`src/rtl/core/prc_pkg.sv`:
```
// Shared types and constants for the partition label canonicalizer.
package prc_pkg;

  localparam int LABEL_FIELD_W = 16;  // width of original_label on the input stream
  localparam int COUNT_OUT_W   = 7;   // width of canonical_label and blocks_so_far
  localparam int IN_TDATA_W    = 16;
  localparam int OUT_TDATA_W   = 16;

  // Commands from the controller to the datapath.
  typedef struct packed {
    logic load;     // take a new request into the working registers
    logic scan;     // step the table read pointer
    logic resolve;  // capture hit or miss and the matching index
    logic emit;     // write the result register and update the table
  } prc_cmd_t;

  // Status from the datapath to the controller.
  typedef struct packed {
    logic hit;       // the entry just read matches the label
    logic scan_end;  // the entry just read was the last valid one
    logic empty;     // the table holds no labels
    logic out_free;  // the result register can take a new result
  } prc_status_t;

endpackage

```
`src/rtl/core/prc_ctrl.sv`:
```
// Controller state machine for the partition label canonicalizer.
module prc_ctrl (
  input  logic                 clk,
  input  logic                 rst,
  input  logic                 in_valid,
  output logic                 in_ready,
  input  prc_pkg::prc_status_t status,
  output prc_pkg::prc_cmd_t    cmd
);
  import prc_pkg::*;

  localparam logic [1:0] ST_IDLE = 2'd0;
  localparam logic [1:0] ST_SCAN = 2'd1;
  localparam logic [1:0] ST_EMIT = 2'd2;

  logic [1:0] state;
  logic [1:0] state_next;

  assign in_ready = (state == ST_IDLE);

  always_comb begin
    state_next  = state;
    cmd.load    = 1'b0;
    cmd.scan    = 1'b0;
    cmd.resolve = 1'b0;
    cmd.emit    = 1'b0;
    unique case (state)
      ST_IDLE: begin
        if (in_valid) begin
          cmd.load   = 1'b1;
          state_next = ST_SCAN;
        end
      end
      ST_SCAN: begin
        cmd.scan = 1'b1;
        // A match ends the search early; otherwise it runs to the last stored label.
        if (status.hit || status.empty || status.scan_end) begin
          cmd.resolve = 1'b1;
          state_next  = ST_EMIT;
        end
      end
      ST_EMIT: begin
        if (status.out_free) begin
          cmd.emit   = 1'b1;
          state_next = ST_IDLE;
        end
      end
      default: state_next = ST_IDLE;
    endcase
  end

  always_ff @(posedge clk) begin
    if (rst) begin
      state <= ST_IDLE;
    end else begin
      state <= state_next;
    end
  end

endmodule

```
`src/rtl/core/prc_dpath.sv`:
```
// Datapath for the partition label canonicalizer: label table, search and result register.
module prc_dpath #(
  parameter int MAX_BLOCKS = 64,
  parameter int LABEL_BITS = 16
) (
  input  logic                                  clk,
  input  logic                                  rst,
  input  prc_pkg::prc_cmd_t                     cmd,
  output prc_pkg::prc_status_t                  status,
  input  logic [prc_pkg::LABEL_FIELD_W-1:0]     in_label,
  input  logic                                  in_last,
  input  logic                                  out_ready,
  output logic                                  out_valid,
  output logic [prc_pkg::COUNT_OUT_W-1:0]       out_label,
  output logic [prc_pkg::COUNT_OUT_W-1:0]       out_blocks,
  output logic                                  out_last,
  output logic                                  out_ovf
);
  import prc_pkg::*;

  localparam int LW = (LABEL_BITS < LABEL_FIELD_W) ? LABEL_BITS : LABEL_FIELD_W;
  localparam int AW = (MAX_BLOCKS > 1) ? $clog2(MAX_BLOCKS) : 1;
  localparam int CW = $clog2(MAX_BLOCKS + 1);

  logic [LW-1:0] table_mem [MAX_BLOCKS];

  logic [LW-1:0] label;
  logic          last;
  logic [CW-1:0] count;
  logic [CW-1:0] rd_idx;
  logic          rd_valid;
  logic [AW-1:0] cmp_idx;
  logic [LW-1:0] rd_data;
  logic          res_hit;
  logic [AW-1:0] res_idx;

  logic          rd_en;
  logic          full;
  logic          append;
  logic [CW-1:0] count_inc;
  logic [CW-1:0] rank_hit;

  assign rd_en     = cmd.scan && (rd_idx < count);
  assign full      = (count == CW'(MAX_BLOCKS));
  assign append    = !res_hit && !full;
  assign count_inc = count + CW'(1);
  assign rank_hit  = CW'(res_idx) + CW'(1);

  assign status.hit      = rd_valid && (rd_data == label);
  assign status.scan_end = rd_valid && ((CW'(cmp_idx) + CW'(1)) == count);
  assign status.empty    = (count == '0);
  assign status.out_free = !out_valid || out_ready;

  // Table storage: one registered read port, one write port.
  always_ff @(posedge clk) begin
    if (rd_en) begin
      rd_data <= table_mem[rd_idx[AW-1:0]];
      cmp_idx <= rd_idx[AW-1:0];
    end
    if (cmd.emit && append) begin
      table_mem[count[AW-1:0]] <= label;
    end
  end

  always_ff @(posedge clk) begin
    if (cmd.load) begin
      label  <= in_label[LW-1:0];
      last   <= in_last;
      rd_idx <= '0;
    end else if (rd_en) begin
      rd_idx <= rd_idx + CW'(1);
    end
    if (cmd.resolve) begin
      res_hit <= status.hit;
      res_idx <= cmp_idx;
    end
    if (cmd.emit) begin
      out_label  <= res_hit ? COUNT_OUT_W'(rank_hit)
                            : (full ? '0 : COUNT_OUT_W'(count_inc));
      out_blocks <= append ? COUNT_OUT_W'(count_inc) : COUNT_OUT_W'(count);
      out_last   <= last;
      out_ovf    <= !res_hit && full;
    end
  end

  always_ff @(posedge clk) begin
    if (rst) begin
      count     <= '0;
      rd_valid  <= 1'b0;
      out_valid <= 1'b0;
    end else begin
      rd_valid <= rd_en && !cmd.load;
      if (cmd.emit) begin
        if (last) begin
          count <= '0;
        end else if (append) begin
          count <= count_inc;
        end
      end
      if (cmd.emit) begin
        out_valid <= 1'b1;
      end else if (out_ready) begin
        out_valid <= 1'b0;
      end
    end
  end

endmodule

```
`src/rtl/core/partition_rgf_canonicalizer.sv`:
```
// Top level of the partition label canonicalizer (restricted growth form relabeling).
//
//   channel  dir  tdata (low bit first)                           tlast          tuser
//   s_*      in   original_label[15:0]                            last_element   -
//   m_*      out  canonical_label[6:0], blocks_so_far[6:0], 0[1:0] last_out      overflow
//
// The search covers up to count stored labels, where count is the number of distinct labels
// stored for the current partition: the label table has one read port and the search
// reads one stored label per cycle, stopping at the first match.
// A new request is taken once the previous result sits in the output register.
// rst is synchronous and clears the block count; table contents are kept but unused.
// A stalled output holds the result and the controller waits before writing the next one.
module partition_rgf_canonicalizer #(
  parameter int MAX_BLOCKS = 64,
  parameter int LABEL_BITS = 16
) (
  input  logic                             clk,
  input  logic                             rst,
  input  logic                             s_tvalid,
  output logic                             s_tready,
  input  logic [prc_pkg::IN_TDATA_W-1:0]   s_tdata,   // original_label
  input  logic                             s_tlast,
  output logic                             m_tvalid,
  input  logic                             m_tready,
  output logic [prc_pkg::OUT_TDATA_W-1:0]  m_tdata,   // canonical_label, blocks_so_far
  output logic                             m_tlast,
  output logic                             m_tuser    // overflow
);
  import prc_pkg::*;

  prc_cmd_t    cmd;
  prc_status_t status;

  logic [COUNT_OUT_W-1:0] out_label;
  logic [COUNT_OUT_W-1:0] out_blocks;

  prc_ctrl u_ctrl (
    .clk      (clk),
    .rst      (rst),
    .in_valid (s_tvalid),
    .in_ready (s_tready),
    .status   (status),
    .cmd      (cmd)
  );

  prc_dpath #(
    .MAX_BLOCKS (MAX_BLOCKS),
    .LABEL_BITS (LABEL_BITS)
  ) u_dpath (
    .clk        (clk),
    .rst        (rst),
    .cmd        (cmd),
    .status     (status),
    .in_label   (s_tdata[LABEL_FIELD_W-1:0]),
    .in_last    (s_tlast),
    .out_ready  (m_tready),
    .out_valid  (m_tvalid),
    .out_label  (out_label),
    .out_blocks (out_blocks),
    .out_last   (m_tlast),
    .out_ovf    (m_tuser)
  );

  assign m_tdata = {{(OUT_TDATA_W - 2 * COUNT_OUT_W){1'b0}}, out_blocks, out_label};

endmodule
```
`config.mk`:
```
export PLATFORM = sky130hd
export DESIGN_NAME = partition_rgf_canonicalizer
export DESIGN_NICKNAME = d
export VERILOG_FILES = /design/src/rtl/core/prc_pkg.sv /design/src/rtl/core/prc_ctrl.sv /design/src/rtl/core/prc_dpath.sv /design/src/rtl/core/partition_rgf_canonicalizer.sv
export SDC_FILE = /design/constraint.sdc
export NUM_CORES = 1
export LEC_CHECK = 0
export BUFFER_PORTS_ARGS = -buffer_cell sky130_fd_sc_hd__buf_2
export CAP_MARGIN = 20
export CORE_MARGIN = 1.5
export CORE_UTILIZATION = 55
export CTS_CLUSTER_SIZE = 30
export DETAILED_ROUTE_END_ITERATION = 10
export PLACE_DENSITY = 0.7
export SKIP_CTS_REPAIR_TIMING = 1
export SYNTH_ARGS = -nofsm -noshare
export SYNTH_HDL_FRONTEND = slang
export SYNTH_SLANG_ARGS = --single-unit
```
`constraint.sdc`:
```
create_clock -name clk -period 3.9 [get_ports clk]
set_input_delay 1.17 -clock clk [delete_from_list [all_inputs] [get_ports clk]]
set_output_delay 1.17 -clock clk [all_outputs]
set_load 0.005 [all_outputs]
```
==> impl_results.md <==
- Total track usage: between 20 and 30%
- R2R Path End: u_dpath.rd_data[2]
- Internal power contribution: between 15 and 20 mW
- Estimated wirelength of the detail-placed design: about 60000 um
- Data arrival time of the critical path: 3720 ps
- CP top delay family: multiplexers
- Clock latency reported for the late side of the worst-skew pair: ~690 ps
- Setup repair after global routing missed its margin: no
- Final Util: between 60% and 70%
- Number of detailed-route iterations in the first pass: 6
- Part of the power in registers: a little over half
- Total Die Area: roughly 0.079 mm^2
- YS warnings: 0
- Sink of the worst hold path: u_dpath.rd_idx[6]
- Leakage power figure: 14.8 nW
- Number of global-route vias before repair: between 20000 and 25000
- HP Class: reg -> reg
- Headroom to the max-slew limit: 23.4%
- Worst path slowest cell: sky130_fd_sc_hd__dfxtp_4
- Number of enable flip-flop cells after synthesis: 1086
- CP cell instances: buf_4 > mux4_2 > mux2i_1 > o21ai_0 > o21ai_0 > o21ai_1
- Initial core utilization: approximately 56%
- Hold Crit Depth: 2
- Synth unique cells: 47
- FF+latch count, synth: about 1100
- Master cell of the clock root buffer: sky130_fd_sc_hd__clkbuf_16
- Worst path bufs/invs: 1
- Slowest cell delay on critical path: about 770 ps
- Period utilisation layout: between 80% and 90%
- Avg Synthesized Cell Area: about 22 um^2
- Total grt overflow: 0
- Core area: between 0.07 and 0.08 mm^2
- Launching point of the worst reg2reg path: u_dpath.rd_idx[0]
- Final weighted congestion in routability-driven placement: 0.861
- CTS buffer count: 110
- Netlist area before placement: roughly 0.043 mm^2
- DRC violations left: 0
- Count of maximum capacitance violations: 0
- Most used cell along the critical path: sky130_fd_sc_hd__o21ai_0
- Type of element capturing the critical path: register
- Share of power burned in the clock network: 43.4%
- Largest net degree at the start of global routing: 65
- Worst setup slack after placement: about 630 ps
- Timing-limited maximum frequency: 302 MHz
- Final ANT Viol Nets: 0
- Antenna cell count: 0
- CTS tree: yes
- CP startpoint kind: register
- Number of sinks on the clock net: ~1100
- Synthesis-to-finish area growth: 13.6%
- Number of vias in the routed layout: roughly 21000
- Final worst slack: around 590 ps
- Final hold vios: 0
- Share of final-layout standard cells stronger than drive strength 1: 28.1%
- Clock Pin Slew Worst Setup and Hold Paths: ~60 ps
- Outcome: completed
- Most area-hungry cell type in the Yosys netlist: sky130_fd_sc_hd__edfxtp_1
- Cell Pwr Density: a little under 500 mW/mm^2
- Number of endpoints failing setup at the final stage: 0
- Fin nets: approximately 2200
- Worst setup slack for register-to-register paths: between 500 and 600 ps
- Skew final: 31.7 ps
- Switching fraction of total power: 19.6%
- Final-layout setup total negative slack: 0 ps
- Fin crit period: 3310 ps
- Count of pins on the block boundary: 41
- Worst VDD drop: 352 uV
- Startpoint of the most critical hold path: u_dpath.rd_idx[6]
- Height of the die: around 280 um
- Number of cells on the worst reg-to-reg path: 6
- Sequential-to-total area share from yosys stat: between 70% and 80%
- Share of the synthesized area in the top cell type: between 70% and 80%
- Wirelength per Cell: 30.8 um
- Fin. max-slew vios: 0
- Largest fanout of any net on the critical path: 26
- Number of instances in the synthesized netlist: 1938
- Width of the die: roughly 280 um
- Combinational share of power: roughly 1.8%
- Synth top area cells: sky130_fd_sc_hd__edfxtp_1 76%, sky130_fd_sc_hd__mux4_2 15%, sky130_fd_sc_hd__mux2i_1 1.3%
- Detailed router's first-iteration violation count: between 2000 and 3000
- H-tree depth reported by CTS: 3
- Via count normalized by instance count: between 6 and 7
- Final routed wirelength across all metal layers: around 100000 um
- Number of rows in the core area: 101
- Number of port buffers: 38
- Required @ worst endpoint: 4310 ps
- Critical setup path kind: reg -> reg
- Net switching power: 4.70 mW
- Worst Max-Slew Pin Slew: roughly 1100 ps
- Primary flip-flop cell chosen by synthesis mapping: sky130_fd_sc_hd__edfxtp_1
- Initial antenna violation count: 5
- Largest buffer count on any clock path: 3
- Global-route wire length before repair: around 140000 um
- Share of flip-flops with an asynchronous set or reset after synthesis: 0%
[power groups by stage]
stage               Combinational (mW)  Clock, mW  Sequential, mW
detailed placement               0.436          0            13.4
global route                     0.461       11.0            13.1
global placement                 0.415          0            13.4
floorplan                        0.116          0            13.4
finish                           0.436       10.4            13.1
CTS                              0.435       10.5            13.1
[registers in the layout (all words and copies together) (netlist names)]
signal / count
u_dpath.out_valid: 1
u_dpath.res_idx: 6
u_dpath.last: 1
u_dpath.rd_data: 16
u_dpath.out_blocks: 7
u_dpath.rd_valid: 1
u_dpath.out_label: 7
u_dpath.label: 16
u_ctrl.state: 2
u_dpath.out_last: 1
u_dpath.rd_idx: 7
u_dpath.res_hit: 1
u_dpath.cmp_idx: 6
u_dpath.out_ovf: 1
u_dpath.count: 7
u_dpath.table_mem: 1024
[placed cells by master (no fill, tap or decap), types with 6 or more instances in the layout]
master,netlist,routed
sky130_fd_sc_hd__o21ai_0,40,40
sky130_fd_sc_hd__clkinv_1,2,35
sky130_fd_sc_hd__buf_2,25,38
sky130_fd_sc_hd__nand3_1,24,24
sky130_fd_sc_hd__xnor2_1,37,37
sky130_fd_sc_hd__ha_1,11,11
sky130_fd_sc_hd__buf_4,22,135
sky130_fd_sc_hd__mux4_2,283,283
sky130_fd_sc_hd__and2_1,6,6
sky130_fd_sc_hd__a211oi_1,12,12
sky130_fd_sc_hd__nand2b_1,6,6
sky130_fd_sc_hd__inv_1,14,14
sky130_fd_sc_hd__dfxtp_1,18,14
sky130_fd_sc_hd__nand2_1,30,30
sky130_fd_sc_hd__o221ai_1,10,10
sky130_fd_sc_hd__clkbuf_1,42,17
sky130_fd_sc_hd__nor2_1,93,93
sky130_fd_sc_hd__clkbuf_16,0,113
sky130_fd_sc_hd__buf_12,0,10
sky130_fd_sc_hd__nor3_1,11,11
sky130_fd_sc_hd__mux2i_1,55,55
sky130_fd_sc_hd__clkinvlp_4,0,6
sky130_fd_sc_hd__a21oi_1,22,22
sky130_fd_sc_hd__clkinv_2,0,18
sky130_fd_sc_hd__o22ai_1,8,8
sky130_fd_sc_hd__edfxtp_1,1086,1086
sky130_fd_sc_hd__bufinv_16,0,12
sky130_fd_sc_hd__o21ai_1,13,13
sky130_fd_sc_hd__a22oi_1,19,19
[kinds of logic (layout without fill, tap and decap cells)]
kind of cell | after synthesis | count (layout) | share of synthesized area (%)
compound gates | 141 | 141 | 2.08
xor+xnor | 39 | 39 | 0.801
fa+ha+maj | 11 | 11 | 0.323
buf+inv | 116 | 405 | 1.31
flops | 1104 | 1104 | 77.3
mux | 338 | 338 | 16.2
other cells | 1 | 2 | 0.00879
simple gates | 188 | 188 | 1.94
[cell type report]
class	instances	area, um^2
Sequential cell	1104	33000
Inverter	17	63.8
Tap cell	1030	1290
Clock buffer	130	2890
Multi-Input combinational cell	719	9130
Clock inverter	75	687
Timing Repair Buffer	183	1400
Fill cell	5072	27900
[through the flow]
step | power, mW | hold WS, ps | cells | area [um^2]
after floorplan | 13.6 | 435 | 1939 | 42700
after global placement | 13.8 | 474 | 3051 | 44800
after detailed placement | 13.8 | 516 | 3052 | 44800
after CTS | 24.1 | 524 | 3257 | 48400
after global routing | 24.5 | 550 | 3258 | 48400
final | 24.0 | 526 | 3258 | 48400
[routing by layer]
| metal | track usage, % | up-vias | share of wire [%] |
|---|---|---|---|
| li1 | - | 8540 | - |
| met1 | 37.3 | 11040 | 39 |
| met2 | 40.0 | 1137 | 48 |
| met3 | 6.43 | 144 | 11 |
| met4 | 7.87 | 6 | 2.6 |
| met5 | 0 | - | 0.036 |
[worst min-delay path, cell delays in order (launching register included)]
cell and delay (ps):
sky130_fd_sc_hd__dfxtp_1 330, sky130_fd_sc_hd__o21ai_0 80, sky130_fd_sc_hd__a21oi_1 70
[worst max-delay path by stage]
stage,startpoint,endpoint,slack [ps],cells after the start
floorplan,m_tready,u_dpath.table_mem[63][0],550,6
global placement,u_dpath.rd_idx[0],u_dpath.rd_data[11],680,5
detailed placement,u_dpath.rd_idx[0],u_dpath.rd_data[11],630,5
CTS,u_dpath.rd_idx[0],u_dpath.rd_data[11],650,5
global route,u_dpath.rd_idx[0],u_dpath.rd_data[2],410,6
finish,u_dpath.rd_idx[0],u_dpath.rd_data[2],590,6
[synthesized netlist by cell type (18+ instances only)]
master                     instances
sky130_fd_sc_hd__edfxtp_1       1086
sky130_fd_sc_hd__mux4_2          283
sky130_fd_sc_hd__nor2_1           93
sky130_fd_sc_hd__mux2i_1          55
sky130_fd_sc_hd__clkbuf_1         42
sky130_fd_sc_hd__o21ai_0          40
sky130_fd_sc_hd__xnor2_1          37
sky130_fd_sc_hd__nand2_1          30
sky130_fd_sc_hd__buf_2            25
sky130_fd_sc_hd__nand3_1          24
sky130_fd_sc_hd__a21oi_1          22
sky130_fd_sc_hd__buf_4            22
sky130_fd_sc_hd__a22oi_1          19
sky130_fd_sc_hd__dfxtp_1          18
(Power assumes the default switching activity.)
